--- src/hdl/pts_pkg.sv ---
`default_nettype none

package pts_pkg;

    localparam int SAMPLE_W   = 16;
    localparam int SUM_W      = 32;
    localparam int TNUM_W     = 32;
    localparam int SPT_W      = 13;
    localparam int STK_W      = 17;
    localparam int LEN_W      = 17;
    localparam int CFG_IDX_W  = 2;
    localparam int CFG_DATA_W = 17;

    localparam int DEFAULT_MAX_SAMPLES = 4096;

    localparam logic [CFG_IDX_W-1:0] REG_SAMPLES_PER_TRACE = 2'd0;
    localparam logic [CFG_IDX_W-1:0] REG_STACK_COUNT       = 2'd1;

    localparam logic [SPT_W-1:0] SPT_RESET = 13'd4096;
    localparam logic [STK_W-1:0] STK_RESET = 17'd1;

    typedef struct packed {
        logic                       valid;
        logic                       bad;
        logic                       fin_pulse;
        logic                       last;
        logic signed [SAMPLE_W-1:0] sample;
        logic [TNUM_W-1:0]          tnum;
    } issue_t;

    typedef struct packed {
        logic [SUM_W-1:0]  sum;
        logic              last;
        logic [TNUM_W-1:0] tnum;
    } result_t;

endpackage

`default_nettype wire

--- src/hdl/pts_out_fifo.sv ---
`default_nettype none

module pts_out_fifo (
    input  wire logic          clk,
    input  wire logic          rst_n,
    input  wire logic          push,
    input  wire pts_pkg::result_t push_data,
    input  wire logic          pop,
    output logic               head_valid,
    output pts_pkg::result_t   head_data,
    output logic [2:0]         count
);
    import pts_pkg::*;

    result_t     slots [0:3];
    logic [1:0]  wr_ptr_reg, wr_ptr_next;
    logic [1:0]  rd_ptr_reg, rd_ptr_next;
    logic [2:0]  count_reg, count_next;

    always_comb
    begin
        wr_ptr_next = push ? wr_ptr_reg + 2'd1 : wr_ptr_reg;
        rd_ptr_next = pop ? rd_ptr_reg + 2'd1 : rd_ptr_reg;
        count_next  = count_reg + {2'b00, push} - {2'b00, pop};
    end

    always_ff @(posedge clk or negedge rst_n)
    begin
        if (!rst_n)
        begin
            wr_ptr_reg <= '0;
            rd_ptr_reg <= '0;
            count_reg  <= '0;
        end
        else
        begin
            wr_ptr_reg <= wr_ptr_next;
            rd_ptr_reg <= rd_ptr_next;
            count_reg  <= count_next;
        end
    end

    always_ff @(posedge clk)
    begin
        if (push)
        begin
            slots[wr_ptr_reg] <= push_data;
        end
    end

    assign head_valid = count_reg != '0;
    assign head_data  = slots[rd_ptr_reg];
    assign count      = count_reg;

endmodule

`default_nettype wire

--- config.mk ---
export PLATFORM = sky130hd
export DESIGN_NAME = pts_out_fifo
export DESIGN_NICKNAME = d
export VERILOG_FILES = /design/src/hdl/pts_pkg.sv /design/src/hdl/pts_out_fifo.sv
export SDC_FILE = /design/constraint.sdc
export NUM_CORES = 1
export LEC_CHECK = 0
export BUFFER_PORTS_ARGS = -buffer_cell sky130_fd_sc_hd__buf_2
export CAP_MARGIN = 20
export CORE_UTILIZATION = 53
export DETAILED_ROUTE_END_ITERATION = 10
export PLACE_DENSITY = 0.75
export SLEW_MARGIN = 30
export SYNTH_ARGS = -nofsm -noshare
export SYNTH_HDL_FRONTEND = slang
export SYNTH_SLANG_ARGS = --single-unit
export TNS_END_PERCENT = 30
--- constraint.sdc ---
create_clock -name clk -period 2.9 [get_ports clk]
set_input_delay 0.435 -clock clk [delete_from_list [all_inputs] [get_ports clk]]
set_output_delay 0.435 -clock clk [all_outputs]
set_load 0.02 [all_outputs]
==> run metrics, run 1 <==
status=finished, final reports clean; Worst EP required=2.47 ns; DR pass1 iterations=4; met3 WL=995 um; first-pass GRT wire length=25,300 um; Primary FF master, synth=edfxtp_1; Total Neg Setup Slack=0 ns; Final Non-Filler Cells=782; cts bufs inserted=27; synth top area cells=edfxtp_1 (80%), mux4_2 (15%), dfrtp_1 (1.8%); PostCTS Resize Cnt=0; CTS sink cnt=267; Initial Util=0.5436; Crit Path Max Fanout=37; cell row count=49; f_max=375.3 MHz; DRT Wirelength=17,080 um; overall routing resource usage=0.1837; hold buffer count at cts=1; Worst Tran Pin Value=0.5997 ns; Reg2Reg Setup Slack=1.08 ns; Rel. slew slack=0.6002; dpl cells=732; RSZ-0062 raised after global routing=false; Final #Nets=609; CTS max path bufs=3; Final period util=0.9187; synth unique cells=17; Cells after Synth=373; max FFs per register=260; Synth Warn #=0; list of most frequent post-synthesis cells=edfxtp_1 (260), mux4_2 (65), dfrtp_1 (7); routed vias/inst=5.554; area of the die=0.01903 mm2; setup bufs post-CTS=0; met1 WL=6633 um; Post-synth EDFFs=260; CTS tree=yes; Max IR drop VDD=0.0006937 V; final setup fails=0; initial antenna violation count=2; Post-Syn Area=0.009798 mm2; Top Layer Used=met5; top-area cell type share of the netlist area=0.7968; total number of vias=4,343; Tot Pwr=12.42 mW; worst hold margin=0.1299 ns; Maximum Capacitance Violations=0; Final ANT Viol Nets=0; Die Span Y=138.0 um; Avg Cell Area, Syn=26.27 um2; Final Worst Setup Slack=0.2358 ns; placed cell areas=0.01078 mm2; DP HPWL=10,060 um; largest net degree at the start of global routing=43; DRC violations left=0; Worst Path Arrival=2.23 ns; core box area=0.01802 mm2; Port Buffer Count=137; number of global-route vias before repair=4,747; Iteration-0 DRC Markers=261; Die X=138.0 um; Synth Register Bits=267; final hold violations=0; leakage=4.027 nW; clock skew=0.008605 ns; Final Wtd Congestion=0.6485; clk_lat worst skew=0.52 ns; final non-filler cell area=0.01164 mm2; Slew Viols, Final=0; Worst setup SP type=register; htree depth=1; layout cells sized above 1=0.4601; pre-CTS worst setup slack=0.7321 ns; CTS Root Cell=clkbuf_16; power density over cell area=1067 mW/mm2; post-layout minimum cycle time=2.664 ns; critical path class=reg -> out; CTS clk-pin slew, worst paths=0.06 ns; Mapped Nets=449; fillers=1,218; top-count cell post-synth=edfxtp_1; Hold Crit Class=in -> reg; Seq/Total Area, Yosys=0.8147; gr ovfl total=0; Layout area overhead=18.78%; fin util=0.6457; wire length on met2=9052 um; Post-synth ARST share=0.02622; DR WL/cell=21.84 um; nature of the critical path endpoint=primary output; boundary pin count=138; Synth area leader=edfxtp_1
[cell type report]
cell class	instances	area [um2]	share of cell area
Clock buffer	33	698.2	0.05999
Antenna cell	1	2.502	0.0002150
Tap cell	229	286.5	0.02462
Inverter	6	22.52	0.001935
Timing Repair Buffer	146	830.8	0.07138
Multi-Input combinational cell	85	1657	0.1423
Clock inverter	15	151.4	0.01301
Sequential cell	267	7990	0.6865
[worst max-delay path: stages (launching register included)]
cell,delay [ns]
dfrtp_4,0.60
buf_12,0.33
mux4_2,0.58
buf_2,0.18
[power by group]
part / leakage, nW / switching [mW] / internal, mW
clock network: 0.417 / 1.33 / 1.97
registers: 2.47 / 0.319 / 5.06
logic: 1.14 / 2.15 / 1.59
total: 4.03 / 3.80 / 8.62
[path summary, 6_finish.rpt]
| kind | cells after the start | to | start |
|---|---|---|---|
| min reg2reg | 1 | count[2] | count[2] |
| max in group asynchronous | 2 | rd_ptr_reg[0] | rst_n |
| max | 3 | head_data[63] | rd_ptr_reg[0] |
| min | 1 | slots[3][11] | push_data[11] |
| min in group asynchronous | 2 | count[1] | rst_n |
| max reg2reg | 4 | slots[2][8] | wr_ptr_reg[0] |
[kinds of logic (layout without fill, tap and decap cells)]
| group | after synthesis | in the layout | share of synthesized area |
|---|---|---|---|
| flops | 267 | 267 | 0.8147 |
| compound gates | 1 | 1 | 0.0005103 |
| other cells | 0 | 1 | 0 |
| fa+ha+maj | 7 | 7 | 0.009705 |
| buf+inv | 21 | 200 | 0.01724 |
| mux | 65 | 65 | 0.1494 |
| simple gates | 7 | 7 | 0.003959 |
| xor+xnor | 5 | 5 | 0.004470 |
[per-layer routing]
| metal | global-route usage | vias to the layer above |
|---|---|---|
| met2 | 0.3225 | 136 |
| li1 | - | 1914 |
| met5 | 0 | - |
| met1 | 0.2257 | 2260 |
| met3 | 0.04130 | 31 |
| met4 | 0.05978 | 2 |
[placed cells by master, fill, tap and decap left out]
master / instances
clkinvlp_4: 1
edfxtp_1: 260
dfrtp_4: 2
fa_1: 1
and2_4: 4
mux4_2: 65
o21ai_0: 1
xnor2_1: 2
buf_4: 2
ha_1: 6
clkinv_2: 6
buf_12: 6
clkbuf_16: 27
dlygate4sd3_1: 1
diode_2: 1
clkbuf_1: 6
bufinv_16: 3
inv_6: 1
clkinv_1: 4
dfrtp_1: 5
xor2_1: 3
inv_1: 6
nand2_1: 2
buf_2: 137
or3_1: 1
(Power assumes the default switching activity.)
==> inputs of run 2 (changes only) <==
CORE_UTILIZATION = 48   (was 53)
PLACE_DENSITY = 0.69   (was 0.75)
==> run 2 against run 1 <==
- setup slack better by 0.027 ns
- sequential share of layout area barely moved
- critical endpoint is now head_data[42]
- register-to-register slack about the same
- total power shrank 1.2%
- non-clock buffer count down 1
- final cell count grew 4.2%
- via count is 0.90% lower
- clock power is 5% lower
- flip-flop and latch count stayed put
- count of clock-buffer cells in the layout fell by 4
- clock skew is 0.0061 ns higher
==> run metrics, run 2 (same netlist as run 1, synthesis figures left out) <==
status=finished, final reports clean; Worst EP required=2.47 ns; pre-CTS worst setup slack=0.7313 ns; clk_lat worst skew=0.51 ns; CTS Root Cell=clkbuf_16; routed vias/inst=5.281; core box area=0.01972 mm2; first-pass GRT wire length=24,780 um; Max stage delay on crit path=0.65 ns; worst r2r src=wr_ptr_reg[0]; Reg2Reg Setup Slack=1.08 ns; overall routing resource usage=0.1609; nature of the critical path endpoint=primary output; clock skew=0.01472 ns; Crit Path Max Fanout=28; power density over cell area=1053 mW/mm2; PostCTS Resize Cnt=0; total number of vias=4,304; Crit path buffers/inverters=2; CP Cell Sequence=buf_12 > mux4_2 > buf_2; cts bufs inserted=25; Total Neg Setup Slack=0 ns; Final Wtd Congestion=0.6671; critical path class=reg -> out; CTS tree=yes; htree depth=1; area of the die=0.02099 mm2; Die Span Y=144.9 um; r2r worst-path depth=4; f_max=379.2 MHz; Layout area overhead=18.84%; DR WL/cell=20.33 um; Final period util=0.9095; fillers=1,399; endpoint of the worst register-to-register path=slots[2][1]; largest net degree at the start of global routing=39; final hold violations=0; worst hold margin=0.1401 ns; Final ANT Viol Nets=0; boundary pin count=138; Maximum Capacitance Violations=0; cell row count=51; CTS sink cnt=267; setup bufs post-CTS=0; Worst Path Arrival=2.20 ns; hold buffer count at cts=1; commonest non-fill, non-tap cell in the layout=edfxtp_1; Port Buffer Count=137; Initial Util=0.4969; hold depth=1; Top delay family on crit path=flip-flops; RSZ-0062 raised after global routing=false; WHS Endpoint=slots[0][50]; Final #Nets=606; leakage=4.015 nW; number of global-route vias before repair=4,592; CTS max path bufs=3; Rel. slew slack=0.6036; layout cells sized above 1=0.4635; hold wc startpoint=push_data[50]; gr ovfl total=0; DRC violations left=0; final setup fails=0; Iteration-0 DRC Markers=208; Final Worst Setup Slack=0.2625 ns; post-layout minimum cycle time=2.637 ns; Slew Viols, Final=0; DRT Wirelength=16,570 um; Max IR drop VDD=0.0006441 V; CTS clk-pin slew, worst paths=0.06 ns; max FFs per register=260; fin util=0.5905; leading cell types in the layout, fill and taps excluded=edfxtp_1 (260), buf_2 (137), mux4_2 (65); Critical-path top delay cell=dfrtp_4; initial antenna violation count=2; DP HPWL=9884 um; Die X=144.9 um; Worst Tran Pin Value=0.5946 ns; Hold Crit Class=in -> reg; DR pass1 iterations=4; Worst setup SP type=register
-- run 2: layout make-up --
type	instances	area (um2)	area share
diodes	2	5.005	0.0004298
clock buffers	29	650.6	0.05588
clock inverters	16	151.4	0.01300
inverters	6	22.52	0.001934
multi-input cells	85	1657	0.1423
flip-flops and latches	267	7990	0.6862
well taps	265	331.6	0.02848
repair buffers	145	835.8	0.07178
-- run 2: worst max-delay path by stage --
stage | startpoint | endpoint | slack, ns | depth (start not counted)
after CTS | rd_ptr_reg[0] | head_data[51] | 0.19 | 3
after detailed placement | rd_ptr_reg[0] | head_data[51] | 0.73 | 3
after floorplan | wr_ptr_reg[0] | slots[0][0] | 0.32 | 3
final | rd_ptr_reg[0] | head_data[42] | 0.26 | 3
after global placement | rd_ptr_reg[0] | head_data[51] | 0.74 | 3
after global routing | rd_ptr_reg[0] | head_data[51] | 0.12 | 3
-- run 2: metrics by stage --
stage	power, mW	instances	instance area [um2]
floorplan	8.121	373	9798
global placement	9.218	767	10830
detailed placement	9.303	767	10830
CTS	12.45	813	11640
global route	12.83	813	11640
finish	12.27	815	11640
-- run 2: metal layers --
layer / global-route usage / part of all wire / vias to the layer above
li1: - / - / 1909
met2: 0.2725 / 0.50 / 130
met5: 0 / 0.00078 / -
met4: 0.04377 / 0.016 / 2
met3: 0.03356 / 0.062 / 24
met1: 0.2128 / 0.42 / 2239
-- run 2: report_power, final --
part	total [mW]	internal (mW)	switching, mW
combinational	3.72	1.60	2.12
clock	3.15	1.87	1.28
sequential	5.40	5.05	0.347
==> inputs of run 3 (changes only) <==
PLACE_DENSITY = 0.68   (was 0.69)
==> run 3 against run 2 <==
- via count rose by 0.33%
- non-clock buffer count rose by 1
- setup slack improved by 0.023 ns
- utilization rose by 0.20 points
- total power rose by 0.83%
- sequential share of layout area fell by 0.23 points
- die area did not move
- first-iteration DRC count fell by 3.8%
- maximum frequency rose by 0.90%
- routed wire length rose by 3.3%
- sequential power fell by 1%
==> run metrics, run 3 (same netlist as run 1, synthesis figures left out) <==
post-layout minimum cycle time=2.614 ns; layout cells sized above 1=0.4603; area of the multi-input gates=0.001657 mm2; gr ovfl total=0; Layout area overhead=19.23%; boundary pin count=138; nature of the critical path endpoint=primary output; CTS max path bufs=3; routed vias/inst=5.272; CTS Root Cell=clkbuf_16; CTS tree=yes; Final Wtd Congestion=0.6890; status=finished, final reports clean; Maximum Capacitance Violations=0; RSZ-0062 raised after global routing=false; Max IR drop VDD=0.0006112 V; n_diodes=0; htree depth=1; max FFs per register=260; Iteration-0 DRC Markers=200; Tot Pwr=12.37 mW; CTS sink cnt=267; Worst setup SP type=register; Total Neg Setup Slack=0 ns; clk_lat worst skew=0.52 ns; Final ANT Viol Nets=0; total number of vias=4,318; f_max=382.6 MHz; overall routing resource usage=0.1663; Die Span Y=144.9 um; Worst Tran Pin Value=0.5822 ns; first-pass GRT wire length=25,550 um; Initial Util=0.4969; DP HPWL=10,400 um; Hold Crit Class=in -> reg; area of the die=0.02099 mm2; leakage=4.031 nW; number of global-route vias before repair=4,619; PostCTS Resize Cnt=0; CTS clk-pin slew, worst paths=0.06 ns; pre-CTS worst setup slack=0.7975 ns; setup bufs post-CTS=0; DR pass1 iterations=4; Die X=144.9 um; power density over cell area=1059 mW/mm2; final hold violations=0; Worst Path Arrival=2.18 ns; Rel. slew slack=0.6118; final non-filler cell area=0.01168 mm2; Crit Path Max Fanout=36; placed cell areas=0.01082 mm2; clock skew=0.01113 ns; commonest non-fill, non-tap cell in the layout=edfxtp_1; Worst EP required=2.47 ns; initial antenna violation count=0; DRT Wirelength=17,120 um; Final Worst Setup Slack=0.2860 ns; Seq. cell area=0.007990 mm2; critical path class=reg -> out; cts bufs inserted=28; Port Buffer Count=137; cell row count=51; Slew Viols, Final=0; hold buffer count at cts=1; worst hold margin=0.1258 ns; leading cell types in the layout, fill and taps excluded=edfxtp_1 (260), buf_2 (137), mux4_2 (65); core box area=0.01972 mm2; final setup fails=0; fillers=1,456; Final period util=0.9014; Final #Nets=610; DRC violations left=0; largest net degree at the start of global routing=48; DR WL/cell=20.91 um
## run 3: changes by cell type in the layout (fill, tap and decap cells not counted)
cell        previous run  this run
inv_8                  0         1
clkinv_1               3         6
clkinvlp_4             0         1
clkbuf_1               3         5
clkbuf_8               1         0
buf_4                  0         2
diode_2                2         0
clkinv_2              10         7
clkbuf_16             25        29
bufinv_16              3         1
buf_12                 7         6
## run 3: final timing paths
| check | start | end | slack [ns] | cells past startpoint |
|---|---|---|---|---|
| worst min-delay path | push_data[36] | slots[3][36] | 0.13 | 1 |
| min in group asynchronous | rst_n | wr_ptr_reg[0] | 0.29 | 2 |
| max in group asynchronous | rst_n | rd_ptr_reg[0] | 2.41 | 2 |
| worst max-delay path | rd_ptr_reg[1] | head_data[28] | 0.29 | 3 |
| worst min register to register | count[2] | count[2] | 0.50 | 1 |
| worst max register to register | wr_ptr_reg[0] | slots[2][22] | 1.08 | 4 |
## run 3: worst max-delay path, stage by stage, from the launching register on
cell	delay, ns
dfrtp_4	0.81
buf_12	0.29
mux4_2	0.35
buf_2	0.18
## run 3: final cells by class
cell class	count	share of cell area
flip-flops and latches	267	0.6839
multi-input cells	85	0.1418
repair buffers	146	0.07111
clock buffers	34	0.06372
well taps	265	0.02838
clock inverters	16	0.009104
inverters	6	0.001928
## run 3: metrics by stage
stage | util | cells
final | 0.5925 | 819
after global routing | 0.5925 | 819
after CTS | 0.5925 | 819
after detailed placement | 0.5488 | 768
after global placement | 0.5488 | 768
after floorplan | - | 373
## run 3: where the power goes
part	internal (mW)	total (mW)	switching, mW	leakage [nW]
clock network	1.91	3.27	1.37	0.420
logic	1.59	3.75	2.16	1.14
registers	5.06	5.34	0.288	2.47
## run 3: layer usage
metal	wire length (um)	GRT usage	vias up
li1	-	-	1912
met2	8718	0.2915	142
met4	209	0.03657	0
met3	1227	0.03620	21
met1	6969	0.2132	2243
met5	0	0	-
