===== config.mk =====
export PLATFORM = sky130hd
export DESIGN_NAME = pts_seq
export DESIGN_NICKNAME = d
export VERILOG_FILES = /design/src/hdl/pts_pkg.sv /design/src/hdl/pts_seq.sv
export SDC_FILE = /design/constraint.sdc
export NUM_CORES = 1
export LEC_CHECK = 0
export BUFFER_PORTS_ARGS = -buffer_cell sky130_fd_sc_hd__buf_4
export CORE_MARGIN = 4
export CORE_UTILIZATION = 55
export CTS_BUF_LIST = sky130_fd_sc_hd__clkbuf_2 sky130_fd_sc_hd__clkbuf_4 sky130_fd_sc_hd__clkbuf_8
export CTS_CLUSTER_DIAMETER = 80
export DETAILED_ROUTE_END_ITERATION = 12
export HOLD_SLACK_MARGIN = 0.03
export PLACE_DENSITY = 0.87
export SLEW_MARGIN = 40
export SYNTH_ARGS = -nofsm -noshare
export SYNTH_HDL_FRONTEND = slang
export SYNTH_SLANG_ARGS = --single-unit

===== constraint.sdc =====
create_clock -name clk -period 6.4 [get_ports clk]
set_input_delay 0.32 -clock clk [delete_from_list [all_inputs] [get_ports clk]]
set_output_delay 0.32 -clock clk [all_outputs]
set_load 0.03 [all_outputs]

===== src/hdl/pts_pkg.sv =====
`default_nettype none

package pts_pkg;

    localparam int SAMPLE_W   = 16;
    localparam int SUM_W      = 32;
    localparam int TNUM_W     = 32;
    localparam int SPT_W      = 13;
    localparam int STK_W      = 17;
    localparam int LEN_W      = 17;
    localparam int CFG_IDX_W  = 2;
    localparam int CFG_DATA_W = 17;

    localparam int DEFAULT_MAX_SAMPLES = 4096;

    localparam logic [CFG_IDX_W-1:0] REG_SAMPLES_PER_TRACE = 2'd0;
    localparam logic [CFG_IDX_W-1:0] REG_STACK_COUNT       = 2'd1;

    localparam logic [SPT_W-1:0] SPT_RESET = 13'd4096;
    localparam logic [STK_W-1:0] STK_RESET = 17'd1;

    typedef struct packed {
        logic                       valid;
        logic                       bad;
        logic                       fin_pulse;
        logic                       last;
        logic signed [SAMPLE_W-1:0] sample;
        logic [TNUM_W-1:0]          tnum;
    } issue_t;

    typedef struct packed {
        logic [SUM_W-1:0]  sum;
        logic              last;
        logic [TNUM_W-1:0] tnum;
    } result_t;

endpackage

`default_nettype wire


===== src/hdl/pts_seq.sv =====
`default_nettype none

module pts_seq #(
    parameter int MAX_SAMPLES = pts_pkg::DEFAULT_MAX_SAMPLES,
    parameter int ADDR_W      = 12
) (
    input  wire logic                           clk,
    input  wire logic                           rst_n,
    input  wire logic                           sample_valid,
    output logic                                sample_stall,
    input  wire logic signed [pts_pkg::SAMPLE_W-1:0] sample_real,
    input  wire logic                           pulse_bad,
    input  wire logic                           hold,
    input  wire logic                           cfg_valid,
    input  wire logic [pts_pkg::CFG_IDX_W-1:0]  cfg_index,
    input  wire logic [pts_pkg::CFG_DATA_W-1:0] cfg_data,
    output logic                                rd_en,
    output logic [ADDR_W-1:0]                   rd_addr,
    output pts_pkg::issue_t                     issue,
    output logic [ADDR_W-1:0]                   issue_addr,
    output logic                                clr_we,
    output logic [ADDR_W-1:0]                   clr_addr
);
    import pts_pkg::*;

    localparam logic [ADDR_W-1:0] LAST_ADDR = ADDR_W'(MAX_SAMPLES - 1);
    localparam logic [LEN_W-1:0]  MAX_LEN   = LEN_W'(MAX_SAMPLES);

    logic [SPT_W-1:0]  spt_reg, spt_next;
    logic [STK_W-1:0]  stk_reg, stk_next;
    logic [ADDR_W-1:0] pos_reg, pos_next;
    logic [STK_W-1:0]  ps_reg, ps_next;
    logic [TNUM_W-1:0] td_reg, td_next;
    logic              clr_reg, clr_next;
    logic [ADDR_W-1:0] clr_addr_reg, clr_addr_next;
    issue_t            issue_reg, issue_next;
    logic [ADDR_W-1:0] issue_addr_reg, issue_addr_next;

    logic              accept;
    logic [LEN_W-1:0]  len_eff;
    logic [LEN_W-1:0]  pos_inc;
    logic [STK_W-1:0]  stk_eff;
    logic [STK_W:0]    ps_inc;
    logic              last;
    logic              fin_pulse;

    assign sample_stall = clr_reg | hold;
    assign accept       = sample_valid & ~sample_stall;

    always_comb
    begin
        if (spt_reg == '0)
        begin
            len_eff = LEN_W'(1);
        end
        else if (LEN_W'(spt_reg) > MAX_LEN)
        begin
            len_eff = MAX_LEN;
        end
        else
        begin
            len_eff = LEN_W'(spt_reg);
        end
        stk_eff   = (stk_reg == '0) ? STK_W'(1) : stk_reg;
        pos_inc   = LEN_W'(pos_reg) + LEN_W'(1);
        ps_inc    = {1'b0, ps_reg} + (STK_W + 1)'(1);
        last      = pos_inc >= len_eff;
        fin_pulse = ps_inc >= {1'b0, stk_eff};
    end

    always_comb
    begin
        spt_next        = spt_reg;
        stk_next        = stk_reg;
        pos_next        = pos_reg;
        ps_next         = ps_reg;
        td_next         = td_reg;
        clr_next        = clr_reg;
        clr_addr_next   = clr_addr_reg;
        issue_addr_next = issue_addr_reg;

        if (cfg_valid)
        begin
            unique case (cfg_index)
                REG_SAMPLES_PER_TRACE: spt_next = cfg_data[SPT_W-1:0];
                REG_STACK_COUNT:       stk_next = cfg_data[STK_W-1:0];
                default:               ;
            endcase
        end

        // clearing pass after reset
        if (clr_reg)
        begin
            clr_addr_next = clr_addr_reg + ADDR_W'(1);
            if (clr_addr_reg == LAST_ADDR)
            begin
                clr_next = 1'b0;
            end
        end

        issue_next           = issue_reg;
        issue_next.valid     = accept;
        if (accept)
        begin
            issue_next.bad       = pulse_bad;
            issue_next.fin_pulse = fin_pulse;
            issue_next.last      = last;
            issue_next.sample    = sample_real;
            issue_next.tnum      = td_reg + TNUM_W'(1);
            issue_addr_next      = pos_reg;
            pos_next             = last ? '0 : ADDR_W'(pos_inc);
            if (!pulse_bad && last)
            begin
                if (fin_pulse)
                begin
                    ps_next = '0;
                    td_next = td_reg + TNUM_W'(1);
                end
                else
                begin
                    ps_next = ps_inc[STK_W-1:0];
                end
            end
        end
    end

    always_ff @(posedge clk or negedge rst_n)
    begin
        if (!rst_n)
        begin
            spt_reg         <= SPT_RESET;
            stk_reg         <= STK_RESET;
            pos_reg         <= '0;
            ps_reg          <= '0;
            td_reg          <= '0;
            clr_reg         <= 1'b1;
            clr_addr_reg    <= '0;
            issue_reg       <= '0;
        end
        else
        begin
            spt_reg         <= spt_next;
            stk_reg         <= stk_next;
            pos_reg         <= pos_next;
            ps_reg          <= ps_next;
            td_reg          <= td_next;
            clr_reg         <= clr_next;
            clr_addr_reg    <= clr_addr_next;
            issue_reg       <= issue_next;
        end
    end

    always_ff @(posedge clk)
    begin
        issue_addr_reg      <= issue_addr_next;
    end

    assign rd_en      = accept;
    assign rd_addr    = pos_reg;
    assign issue      = issue_reg;
    assign issue_addr = issue_addr_reg;
    assign clr_we     = clr_reg;
    assign clr_addr   = clr_addr_reg;

endmodule

`default_nettype wire


==> reports/summary.txt, run 1 <==
Num CTS Buffers = 17
CP arrival = 4630 ps
Synthesized net count = 877
Ant diodes = 0
Mapped Avg Cell Area = 10.4 sq um
Hold Slack = 62.2 ps
Clk sink count = 168
TritonCTS clock tree = done
Mapped Cells = 802
Max reg flops = 52
Synth warn = 0
Aggregate routed wire length = 17800 microns
Starting Density = 0.568
RSZ-0062 raised after global routing = no
WS Path Type = reg2reg
Period minus WS final = 4290 ps
Syn Std Cell Area = 0.00835 sq mm
Floorplan core area = 0.0147 sq mm
Die Height = 131 microns
Max-capacitance violation count = 0
Worst hold start = sample_real[0]
Drt via density = 5.53
Data required, critical path = 6740 ps
DR iter-0 viols = 526
Tcrit/Tclk final = 0.670
Status = finished, final reports clean
Initial antenna violation count = 0
# nets final = 1001
Tightest Pin Transition = 841 ps
CTS root buf = clkbuf_8
P_leak = 4.84 nW
First-pass GRT wire length = 30500 microns
Number of max-slew violations in the final report = 0
Area growth from synthesis to layout = 18.4%
Area of the multi-input gates = 0.00385 sq mm
Layout cells sized above 1 = 0.242
Synth Register Bits = 168
Final ANT Viol Nets = 0
First-pass iteration count of the detailed router = 7
WL per Instance = 15.9 microns
Via Count = 6210
Slew headroom = 0.438
Setup TNS = 0 ps
Grt ovf = 0
Largest net degree at the start of global routing = 96
Max Clock Freq = 233 MHz
Seq/Total Area, Yosys = 0.511
Tot GR Track Use = 0.213
Max H-tree Level = 4
Row cnt = 44
Clock Skew = 11.7 ps
Peak supply drop = 137 uV
Num ports = 132
CP Launch Type = flop
Synth Flop Type = dfrtp_1
Worst min path class = in2reg
Async SR Flop Fraction = 0.929
Post-DP HPWL = 12700 microns
Total die area = 0.0172 sq mm
Seq. cell area = 0.00427 sq mm
# DRC = 0
Synth cell types = 58
CP startpoint = rd_addr[0]$_DFFE_PN0P_
EDFF count, synth = 12
Fillers = 1101
Final setup vio count = 0
Crit end category = flop
P per Cell Area = 253 mW/mm^2
Die X = 131 microns
Crit-path max FO = 31
Pwr Total = 2.50 mW
Vias in the first global route = 6129
PostCTS Resize Cnt = 0
Gp weighted congestion = 0.842
Clock tree buffer depth = 2
Number of port buffers = 131
Launching point of the worst reg2reg path = rd_addr[0]$_DFFE_PN0P_
Clk slew on worst S/H paths = 90 ps
Worst-skew pair later-pin latency = 450 ps
Final hold vios = 0
Number of setup buffers added after CTS = 0
## power by group
group	leakage (nW)	internal, mW	switching, mW	total, mW
sequential	2.18	1.16	0.0853	1.24
combinational	2.48	0.204	0.310	0.514
clock	0.182	0.347	0.394	0.741
total	4.84	1.71	0.789	2.50
## cell families after synthesis
group | after synthesis | share of synthesized area
fa+ha+maj | 34 | 0.0509
xor+xnor | 96 | 0.101
simple gates | 309 | 0.184
compound gates | 102 | 0.0794
flops | 168 | 0.511
buf+inv | 61 | 0.0307
mux | 32 | 0.0432
## layer usage
layer | wire length [microns] | track usage | vias up
li1 | - | - | 3010
met1 | 8180 | 0.294 | 2973
met2 | 8450 | 0.335 | 195
met3 | 863 | 0.0482 | 32
met4 | 349 | 0.0788 | 0
met5 | 0 | 0 | -
## area by class of cell
type	instances	area share
sequential	168	0.432
inverter	29	0.0110
timing repair buffer	137	0.106
clock inverter	15	0.0156
multi-input combinational	573	0.389
clock buffer	17	0.0237
tap	184	0.0233
## cell usage after synthesis, drive strengths merged (4+ instances only)
library cell / n / area [sq um]
a21oi: 13 / 65.1
clkbuf: 20 / 75.1
inv: 29 / 109
buf: 12 / 72.6
nand3b: 4 / 30.0
edfxtp: 12 / 360
xnor2: 44 / 385
nor3: 20 / 100
nand2: 162 / 608
o21ai: 55 / 275
and3: 19 / 119
mux2: 32 / 360
xor2: 52 / 455
nor4: 10 / 87.6
nor3b: 9 / 87.6
dfrtp: 153 / 3830
and4: 9 / 81.3
nand3: 31 / 160
ha: 34 / 425
nand2b: 5 / 31.3
nand4: 11 / 75.1
nor2: 21 / 83.8
## cells in the final DEF (no fill, tap or decap), types with 6 or more instances in the layout
cell / synthesis / routed
a21oi_1: 13 / 13
and3_1: 19 / 19
and4_1: 8 / 8
buf_4: 3 / 133
clkbuf_8: 0 / 17
clkinvlp_4: 0 / 6
dfrtp_1: 153 / 153
edfxtp_1: 12 / 12
ha_1: 34 / 34
inv_1: 29 / 29
mux2_2: 32 / 32
nand2_1: 162 / 161
nand3_1: 30 / 30
nand4_1: 10 / 10
nor2_1: 19 / 19
nor3_1: 20 / 20
nor4_1: 6 / 6
o21ai_0: 44 / 44
o21ai_1: 11 / 11
xnor2_1: 44 / 44
xor2_1: 52 / 52
## final timing paths
path                                    endpoint  cells after the start  slack (ps)
max                        td_reg[1]$_DFFE_PN0P_                     13        2110
min                        issue[32]$_DFFE_PN0P_                      3          60
max reg2reg                td_reg[1]$_DFFE_PN0P_                     13        2110
min reg2reg                issue[33]$_DFFE_PN0P_                      2         480
max in group asynchronous       clr_we$_DFF_PN1_                      3        4940
min in group asynchronous  issue[25]$_DFFE_PN0P_                      2         470
## critical path: stages (launching register included)
cell and delay, ps:
dfrtp_1 490, ha_1 290, nand3_1 190, nor2_1 300, nand3_1 140, xnor2_1 170
ha_1 350, a211o_1 280, a31oi_1 200, o311ai_2 200, o211ai_4 660, buf_4 480
nor2_1 130, mux2_2 290
## timing repair
action | CTS | global route
endpoints found under the hold margin | 90 | 0
endpoints found under the setup margin | 0 | 0
hold buffers | 1 | 0
## metrics by stage
step                      setup slack (ps)  area [sq um]  cells   util
final                                 2110          9890   1123  0.673
after global routing                  1820          9890   1123  0.673
after CTS                             2140          9870   1122  0.672
after detailed placement              2230          9470   1089  0.644
after global placement                2420          9470   1089  0.644
after floorplan                       3070          8350    802      -
No activity file was read; power rests on OpenSTA's default activity.
==> run 2: changes to the inputs <==
--- a/config.mk
+++ b/config.mk
@@ -5,6 +5,7 @@
 export SDC_FILE = /design/constraint.sdc
 export NUM_CORES = 1
 export LEC_CHECK = 0
+export ABC_AREA = 1
 export BUFFER_PORTS_ARGS = -buffer_cell sky130_fd_sc_hd__buf_4
 export CORE_MARGIN = 4
 export CORE_UTILIZATION = 55
@@ -12,7 +13,7 @@
 export CTS_CLUSTER_DIAMETER = 80
 export DETAILED_ROUTE_END_ITERATION = 12
 export HOLD_SLACK_MARGIN = 0.03
-export PLACE_DENSITY = 0.87
+export PLACE_DENSITY = 0.86
 export SLEW_MARGIN = 40
 export SYNTH_ARGS = -nofsm -noshare
 export SYNTH_HDL_FRONTEND = slang
==> constraint.sdc (replaced) <==
create_clock -name clk -period 4.18 [get_ports clk]
set_input_delay 0.209 -clock clk [delete_from_list [all_inputs] [get_ports clk]]
set_output_delay 0.209 -clock clk [all_outputs]
set_load 0.03 [all_outputs]
==> reports/summary.txt, run 2 <==
Layout cells sized above 1 = 0.176 (was 0.242)
Setup TNS = 0 ps (unchanged)
Launching point of the worst reg2reg path = rd_addr[0]$_DFFE_PN0P_ (unchanged)
Most frequent cell after synthesis = nand2_1 (unchanged)
Final Instance Area = 0.0106 sq mm (was 0.00989 sq mm)
Final core occ = 0.685 (was 0.673)
Top layer in use = met4 (unchanged)
CP Launch Type = flop (unchanged)
Placed instance area = 0.00991 sq mm (was 0.00947 sq mm)
Top area cells in the synthesized netlist = dfrtp_1, nand2_1, ha_1, xor2_1, inv_1 (was dfrtp_1, nand2_1, xor2_1, ha_1, xnor2_1)
Synth cell types = 40 (was 58)
Period minus WS final = 3530 ps (was 4290 ps)
Top-area cell type share of the netlist area = 0.437 (was 0.458)
Slew headroom = 0.486 (was 0.438)
Crit end category = flop (unchanged)
Final setup vio count = 0 (unchanged)
Number of max-slew violations in the final report = 0 (unchanged)
Grt ovf = 0 (unchanged)
Tightest Pin Transition = 771 ps (was 841 ps)
Crit-path max FO = 32 (was 31)
Crit path cell chain = ha_1 > nand2_1 > nor2_1 > inv_1 > nor2_1 > inv_1 > o21ai_0 > o21ai_0 > inv_1 > ha_1 > a21o_1 > nor2_1 > nand2_1 > nand2_1 > nand4_1 > nand2_2 > inv_2 > nand2_4 > nand2_1 > nand2_1 (was ha_1 > nand3_1 > nor2_1 > nand3_1 > xnor2_1 > ha_1 > a211o_1 > a31oi_1 > o311ai_2 > o211ai_4 > buf_4 > nor2_1 > mux2_2)
Final ANT Viol Nets = 0 (unchanged)
Total die area = 0.0180 sq mm (was 0.0172 sq mm)
Max incr delay on CP = 480 ps (was 660 ps)
Finished Layout Cells = 1433 (was 1123)
DR WL met3 = 1140 microns (was 863 microns)
Clk slew on worst S/H paths = 90 ps (about the same)
Area leader, netlist = dfrtp_1 (unchanged)
Drt via density = 5.25 (was 5.53)
WL per Instance = 14.6 microns (was 15.9 microns)
Worst hold start = cfg_data[1] (was sample_real[0])
Starting Density = 0.568 (about the same)
CP arrival = 3930 ps (was 4630 ps)
TritonCTS clock tree = done (unchanged)
Tcrit/Tclk final = 0.845 (was 0.670)
Peak supply drop = 268 uV (was 137 uV)
Hold Slack = 40.5 ps (was 62.2 ps)
Num ports = 132 (unchanged)
P_leak = 5.70 nW (was 4.84 nW)
Number of port buffers = 131 (unchanged)
Worst setup margin = 650 ps (was 2110 ps)
Die Height = 134 microns (was 131 microns)
# nets final = 1284 (was 1001)
Mapped Avg Cell Area = 8.31 sq um (was 10.4 sq um)
Num CTS Buffers = 17 (unchanged)
Gp weighted congestion = 0.903 (was 0.842)
Clock tree buffer depth = 2 (unchanged)
Cell repeated most along the worst path = nand2_1
First-pass GRT wire length = 35200 microns (was 30500 microns)
Synth warn = 0 (unchanged)
Mapped Cells = 1054 (was 802)
Aggregate routed wire length = 21000 microns (was 17800 microns)
Area growth from synthesis to layout = 20.7% (was 18.4%)
Seq/Total Area, Yosys = 0.487 (was 0.511)
Slowest CP cell = dfrtp_1 (was o211ai_4)
PostCTS Resize Cnt = 0 (unchanged)
CP startpoint = rd_addr[0]$_DFFE_PN0P_ (unchanged)
Ant diodes = 0 (unchanged)
Met2 wire len = 10400 microns (was 8450 microns)
RSZ-0062 raised after global routing = no (unchanged)
Synthesized net count = 1129 (was 877)
Clk sink count = 168 (unchanged)
Post-place setup slack = 770 ps (was 2230 ps)
P per Cell Area = 384 mW/mm^2 (was 253 mW/mm^2)
WS Path Type = reg2reg (unchanged)
Commonest non-fill, non-tap cell in the layout = nand2_1 (unchanged)
Floorplan core area = 0.0154 sq mm (was 0.0147 sq mm)
Max-capacitance violation count = 0 (unchanged)
Async SR Flop Fraction = 0.929 (unchanged)
Vias in the first global route = 7335 (was 6129)
Synth Register Bits = 168 (unchanged)
Largest net degree at the start of global routing = 89 (was 96)
Max Clock Freq = 283 MHz (was 233 MHz)
Max reg flops = 52 (unchanged)
Die X = 134 microns (was 131 microns)
Metal-1 WL = 8990 microns (was 8180 microns)
Max H-tree Level = 4 (unchanged)
DR iter-0 viols = 487 (was 526)
Status = finished, final reports clean (unchanged)
Synth Flop Type = dfrtp_1 (unchanged)
Syn Std Cell Area = 0.00876 sq mm (was 0.00835 sq mm)
CTS root buf = clkbuf_8 (unchanged)
Initial antenna violation count = 0 (unchanged)
Dpl cells = 1373 (was 1089)
Clock Skew = 17.3 ps (was 11.7 ps)
EDFF count, synth = 12 (unchanged)
Post-DP HPWL = 15200 microns (was 12700 microns)
Pwr Total = 4.05 mW (was 2.50 mW)
Worst min path class = in2reg (unchanged)
Worst-skew pair later-pin latency = 460 ps (was 450 ps)
Data required, critical path = 4580 ps (was 6740 ps)
Most frequent cells in the layout = nand2_1, dfrtp_1, buf_4, inv_1, nand3_1 (was nand2_1, dfrtp_1, buf_4, xor2_1)
Fillers = 1220 (was 1101)
Via Count = 7524 (was 6210)
Tot GR Track Use = 0.241 (was 0.213)
Final hold vios = 0 (unchanged)
First-pass iteration count of the detailed router = 4 (was 7)
# DRC = 0 (unchanged)
Row cnt = 45 (was 44)
Synth cell count leaders = nand2_1, dfrtp_1, inv_1, nand3_1, nor2_1 (was nand2_1, dfrtp_1, xor2_1, o21ai_0, xnor2_1)
[run 2: cells by family after synthesis]
group,count (synthesis),synth area share
compound gates,70,0.0470
buf+inv,145,0.0690
fa+ha+maj,34,0.0486
xor+xnor,59,0.0607
simple gates,578,0.288
flops,168,0.487
[run 2: layout make-up]
type	instances	area [sq um]	area share
flip-flops and latches	168	4270	0.404
repair buffers	169	1350	0.128
inverters	112	420	0.0398
well taps	211	264	0.0250
clock buffers	19	262	0.0247
clock inverters	13	118	0.0111
multi-input cells	741	3890	0.368
[run 2: power by group]
part | internal, mW | switching (mW) | total [mW]
clock | 0.508 | 0.610 | 1.12
combinational | 0.379 | 0.631 | 1.01
sequential | 1.79 | 0.132 | 1.93
[run 2: repair_timing]
item                                   4_1_cts  5_1_grt
endpoints found under the hold margin      114        1
buffers inserted                             0        0
hold buffers                                27        1
[run 2: routing by layer]
metal,vias up,GRT usage
met4,0,0.0752
li1,3669,-
met3,37,0.0506
met5,-,0
met2,208,0.412
met1,3610,0.309
[run 2: worst paths after layout]
kind                                            to  slack [ps]  cells past startpoint
min in group asynchronous    issue[16]$_DFFE_PN0P_         350                      2
min                         spt_reg[1]$_DFFE_PN0P_          40                      3
max reg2reg                 td_reg[24]$_DFFE_PN0P_         650                     20
max in group asynchronous  spt_reg[12]$_DFFE_PN1P_        2860                      3
max                         td_reg[24]$_DFFE_PN0P_         650                     20
min reg2reg                  issue[33]$_DFFE_PN0P_         490                      2
[run 2: worst max-delay path: cells and delay by family (launching register included)]
kind	cells	cell delay (ps)
simple gates	11	1570
buf+inv	4	510
flops	1	480
fa+ha+maj	2	480
compound gates	3	420
==> run 3: changes to the inputs <==
--- a/config.mk
+++ b/config.mk
@@ -8,12 +8,12 @@
 export ABC_AREA = 1
 export BUFFER_PORTS_ARGS = -buffer_cell sky130_fd_sc_hd__buf_4
 export CORE_MARGIN = 4
-export CORE_UTILIZATION = 55
+export CORE_UTILIZATION = 54
 export CTS_BUF_LIST = sky130_fd_sc_hd__clkbuf_2 sky130_fd_sc_hd__clkbuf_4 sky130_fd_sc_hd__clkbuf_8
 export CTS_CLUSTER_DIAMETER = 80
 export DETAILED_ROUTE_END_ITERATION = 12
 export HOLD_SLACK_MARGIN = 0.03
-export PLACE_DENSITY = 0.86
+export PLACE_DENSITY = 0.88
 export SLEW_MARGIN = 40
 export SYNTH_ARGS = -nofsm -noshare
 export SYNTH_HDL_FRONTEND = slang
==> constraint.sdc (replaced) <==
create_clock -name clk -period 2.95 [get_ports clk]
set_input_delay 0.1475 -clock clk [delete_from_list [all_inputs] [get_ports clk]]
set_output_delay 0.1475 -clock clk [all_outputs]
set_load 0.03 [all_outputs]
==> reports/summary.txt, run 3 (synthesis gave the netlist of run 2 again) <==
Failing checks = setup timing
CP Launch Type = flop (unchanged)
Worst-skew pair later-pin latency = 470 ps (was 460 ps)
Clk sink count = 168 (unchanged)
Die Height = 135 microns (was 134 microns)
P per Cell Area = 537 mW/mm^2 (was 384 mW/mm^2)
Grt ovf = 0 (unchanged)
Commonest non-fill, non-tap cell in the layout = nand2_1 (unchanged)
Setup crit end = td_reg[12]$_DFFE_PN0P_ (was td_reg[24]$_DFFE_PN0P_)
Tcrit/Tclk final = 1.02 (was 0.845)
Data required, critical path = 3300 ps (was 4580 ps)
First-pass GRT wire length = 35600 microns (was 35200 microns)
Crit-path max FO = 8 (was 32)
Fillers = 1174 (was 1220)
Number of port buffers = 131 (unchanged)
Sequential power share = 0.457 (was 0.475)
DR iter-0 viols = 733 (was 487)
Clock tree buffer depth = 2 (unchanged)
Starting Density = 0.551 (was 0.568)
Seq. cell area = 0.00427 sq mm (about the same)
Period minus WS final = 3010 ps (was 3530 ps)
Post-place setup slack = -143 ps (was 770 ps)
Vias in the first global route = 7386 (was 7335)
Max Clock Freq = 332 MHz (was 283 MHz)
Comb pwr share = 0.275 (was 0.249)
Placed instance area = 0.00997 sq mm (was 0.00991 sq mm)
Layout cells sized above 1 = 0.217 (was 0.176)
Clock Skew = 15.3 ps (was 17.3 ps)
Sw Pwr = 2.04 mW (was 1.37 mW)
Max incr delay on CP = 390 ps (was 480 ps)
CP arrival = 3360 ps (was 3930 ps)
Final ANT Viol Nets = 0 (unchanged)
CTS root buf = clkbuf_8 (unchanged)
Ant diodes = 0 (unchanged)
Internal = 3.91 mW (was 2.68 mW)
Post-DP HPWL = 15100 microns (was 15200 microns)
Tightest Pin Transition = 681 ps (was 771 ps)
Max-capacitance violation count = 0 (unchanged)
R2R Path End = td_reg[12]$_DFFE_PN0P_ (was td_reg[24]$_DFFE_PN0P_)
Num ports = 132 (unchanged)
Aggregate routed wire length = 23100 microns (was 21000 microns)
Via Count = 7816 (was 7524)
CP startpoint = ps_reg[0]$_DFFE_PN0P_ (was rd_addr[0]$_DFFE_PN0P_)
Most frequent cells in the layout = nand2_1, dfrtp_1, buf_4, inv_1, nand3_1 (unchanged)
Row cnt = 46 (was 45)
Worst min path class = in2async (was in2reg)
Flop-to-flop setup slack = -60 ps (was 650 ps)
Sw frac = 0.343 (was 0.339)
Status = finished, violations left (was finished, final reports clean)
Drt via density = 5.34 (was 5.25)
Slowest CP cell = dfrtp_1 (unchanged)
RSZ-0062 raised after global routing = yes (was no)
Crit path cell chain = ha_2 > nand2_2 > nor2_4 > nand2_2 > nor2_2 > inv_2 > nor2_4 > nand3_2 > xnor2_2 > ha_1 > nand2_1 > inv_2 > nand3_2 > o31a_1 > nand2_1 > nand2_2 > nand2_8 > nand2_8 > nand2_2 > nand2_1 (was ha_1 > nand2_1 > nor2_1 > inv_1 > nor2_1 > inv_1 > o21ai_0 > o21ai_0 > inv_1 > ha_1 > a21o_1 > nor2_1 > nand2_1 > nand2_1 > nand4_1 > nand2_2 > inv_2 > nand2_4 > nand2_1 > nand2_1)
Max H-tree Level = 4 (unchanged)
TritonCTS clock tree = done (unchanged)
Clock power frac = 0.268 (was 0.276)
Number of max-slew violations in the final report = 0 (unchanged)
Peak supply drop = 324 uV (was 268 uV)
Launching point of the worst reg2reg path = ps_reg[0]$_DFFE_PN0P_ (was rd_addr[0]$_DFFE_PN0P_)
Cell repeated most along the worst path = nand2_2 (was nand2_1)
Area of the multi-input gates = 0.00409 sq mm (was 0.00389 sq mm)
WL per Instance = 15.8 microns (was 14.6 microns)
Die X = 135 microns (was 134 microns)
Gp weighted congestion = 0.928 (was 0.903)
# nets final = 1311 (was 1284)
Hold Slack = 205 ps (was 40.5 ps)
Num CTS Buffers = 17 (unchanged)
WS Path Type = reg2reg (unchanged)
Reg2reg path depth = 20 (unchanged)
Crit end category = flop (unchanged)
Worst setup margin = -61.7 ps (was 650 ps)
Clk slew on worst S/H paths = 90 ps (about the same)
Total die area = 0.0183 sq mm (was 0.0180 sq mm)
Max reg flops = 52 (unchanged)
Final setup vio count = 29 (was 0)
Slew headroom = 0.545 (was 0.486)
# DRC = 0 (unchanged)
Initial antenna violation count = 0 (unchanged)
Largest net degree at the start of global routing = 64 (was 89)
Final Instance Area = 0.0111 sq mm (was 0.0106 sq mm)
Final hold vios = 0 (unchanged)
First-pass iteration count of the detailed router = 6 (was 4)
Tot GR Track Use = 0.242 (was 0.241)
P_leak = 5.85 nW (was 5.70 nW)
Area growth from synthesis to layout = 26.6% (was 20.7%)
Floorplan core area = 0.0159 sq mm (was 0.0154 sq mm)
-- run 3: changes by cell type in the layout (fill, tap and decap cells not counted), moves of 4 or more --
cell           change
buf_4             +11
dlygate4sd3_1      +7
ha_1               -4
nand2_1            -9
nand2_2            +7
nand3_1            -8
nand3_2            +8
nor2_1             -9
nor2_2             +6
-- run 3: worst min-delay path by stage --
stage,from,to,slack (ps)
detailed placement,rst_n,ps_reg[13]$_DFFE_PN0P_,170
global route,rst_n,ps_reg[0]$_DFFE_PN0P_,250
global placement,rst_n,ps_reg[13]$_DFFE_PN0P_,160
floorplan,rst_n,clr_addr[0]$_DFFE_PN0P_,-150
finish,rst_n,ps_reg[0]$_DFFE_PN0P_,200
CTS,rst_n,ps_reg[0]$_DFFE_PN0P_,220
-- run 3: timing repair --
| item | CTS | global route |
|---|---|---|
| buffers inserted | 2 | 7 |
| resized for setup | 5 | 47 |
| pin swaps | 3 | 33 |
| cloned | 0 | 6 |
| setup endpoints to repair | 34 | 63 |
| endpoints found under the hold margin | 107 | 0 |
| hold buffers | 35 | 0 |
-- run 3: stage by stage --
| stage | utilization | setup TNS, ps | std cells | power (mW) |
|---|---|---|---|---|
| 6_report | 0.698 | -766 | 1465 | 5.95 |
| 5_1_grt | 0.698 | -5780 | 1465 | 6.26 |
| 3_5_place_dp | 0.628 | -2850 | 1383 | 4.18 |
| 4_1_cts | 0.676 | -30.1 | 1452 | 5.84 |
| 2_1_floorplan | - | 0 | 1054 | 3.65 |
| 3_3_place_gp | 0.627 | 0 | 1382 | 4.11 |
-- run 3: area by class of cell --
class | instances | share of cell area
multi-input cells | 743 | 0.369
well taps | 216 | 0.0244
clock inverters | 13 | 0.0106
repair buffers | 194 | 0.148
inverters | 112 | 0.0386
flip-flops and latches | 168 | 0.385
clock buffers | 19 | 0.0236
-- run 3: power by group through the flow --
stage | combinational, mW | sequential, mW | clock [mW]
floorplan | 0.692 | 2.96 | 0
global placement | 1.36 | 2.75 | 0
global route | 1.79 | 2.75 | 1.72
detailed placement | 1.42 | 2.76 | 0
CTS | 1.49 | 2.71 | 1.63
finish | 1.64 | 2.72 | 1.60
-- run 3: critical path: cells and delay by family, from the launching register on --
family                     cells  cell delay, ps
and+or+nand+nor               14            1410
adders and majority gates      2             500
AOI/OAI and AO/OA              1             300
DFF                            1             390
xor gates and xnor gates       1             170
buffers and inverters          2             120
-- run 3: routing by layer --
metal  global-route usage  part of all wire  vias up
met3               0.0483             0.062       47
li1                     -                 -     3735
met5                    0                 0        -
met2                0.412              0.50      294
met4               0.0829             0.023        0
met1                0.309              0.42     3740
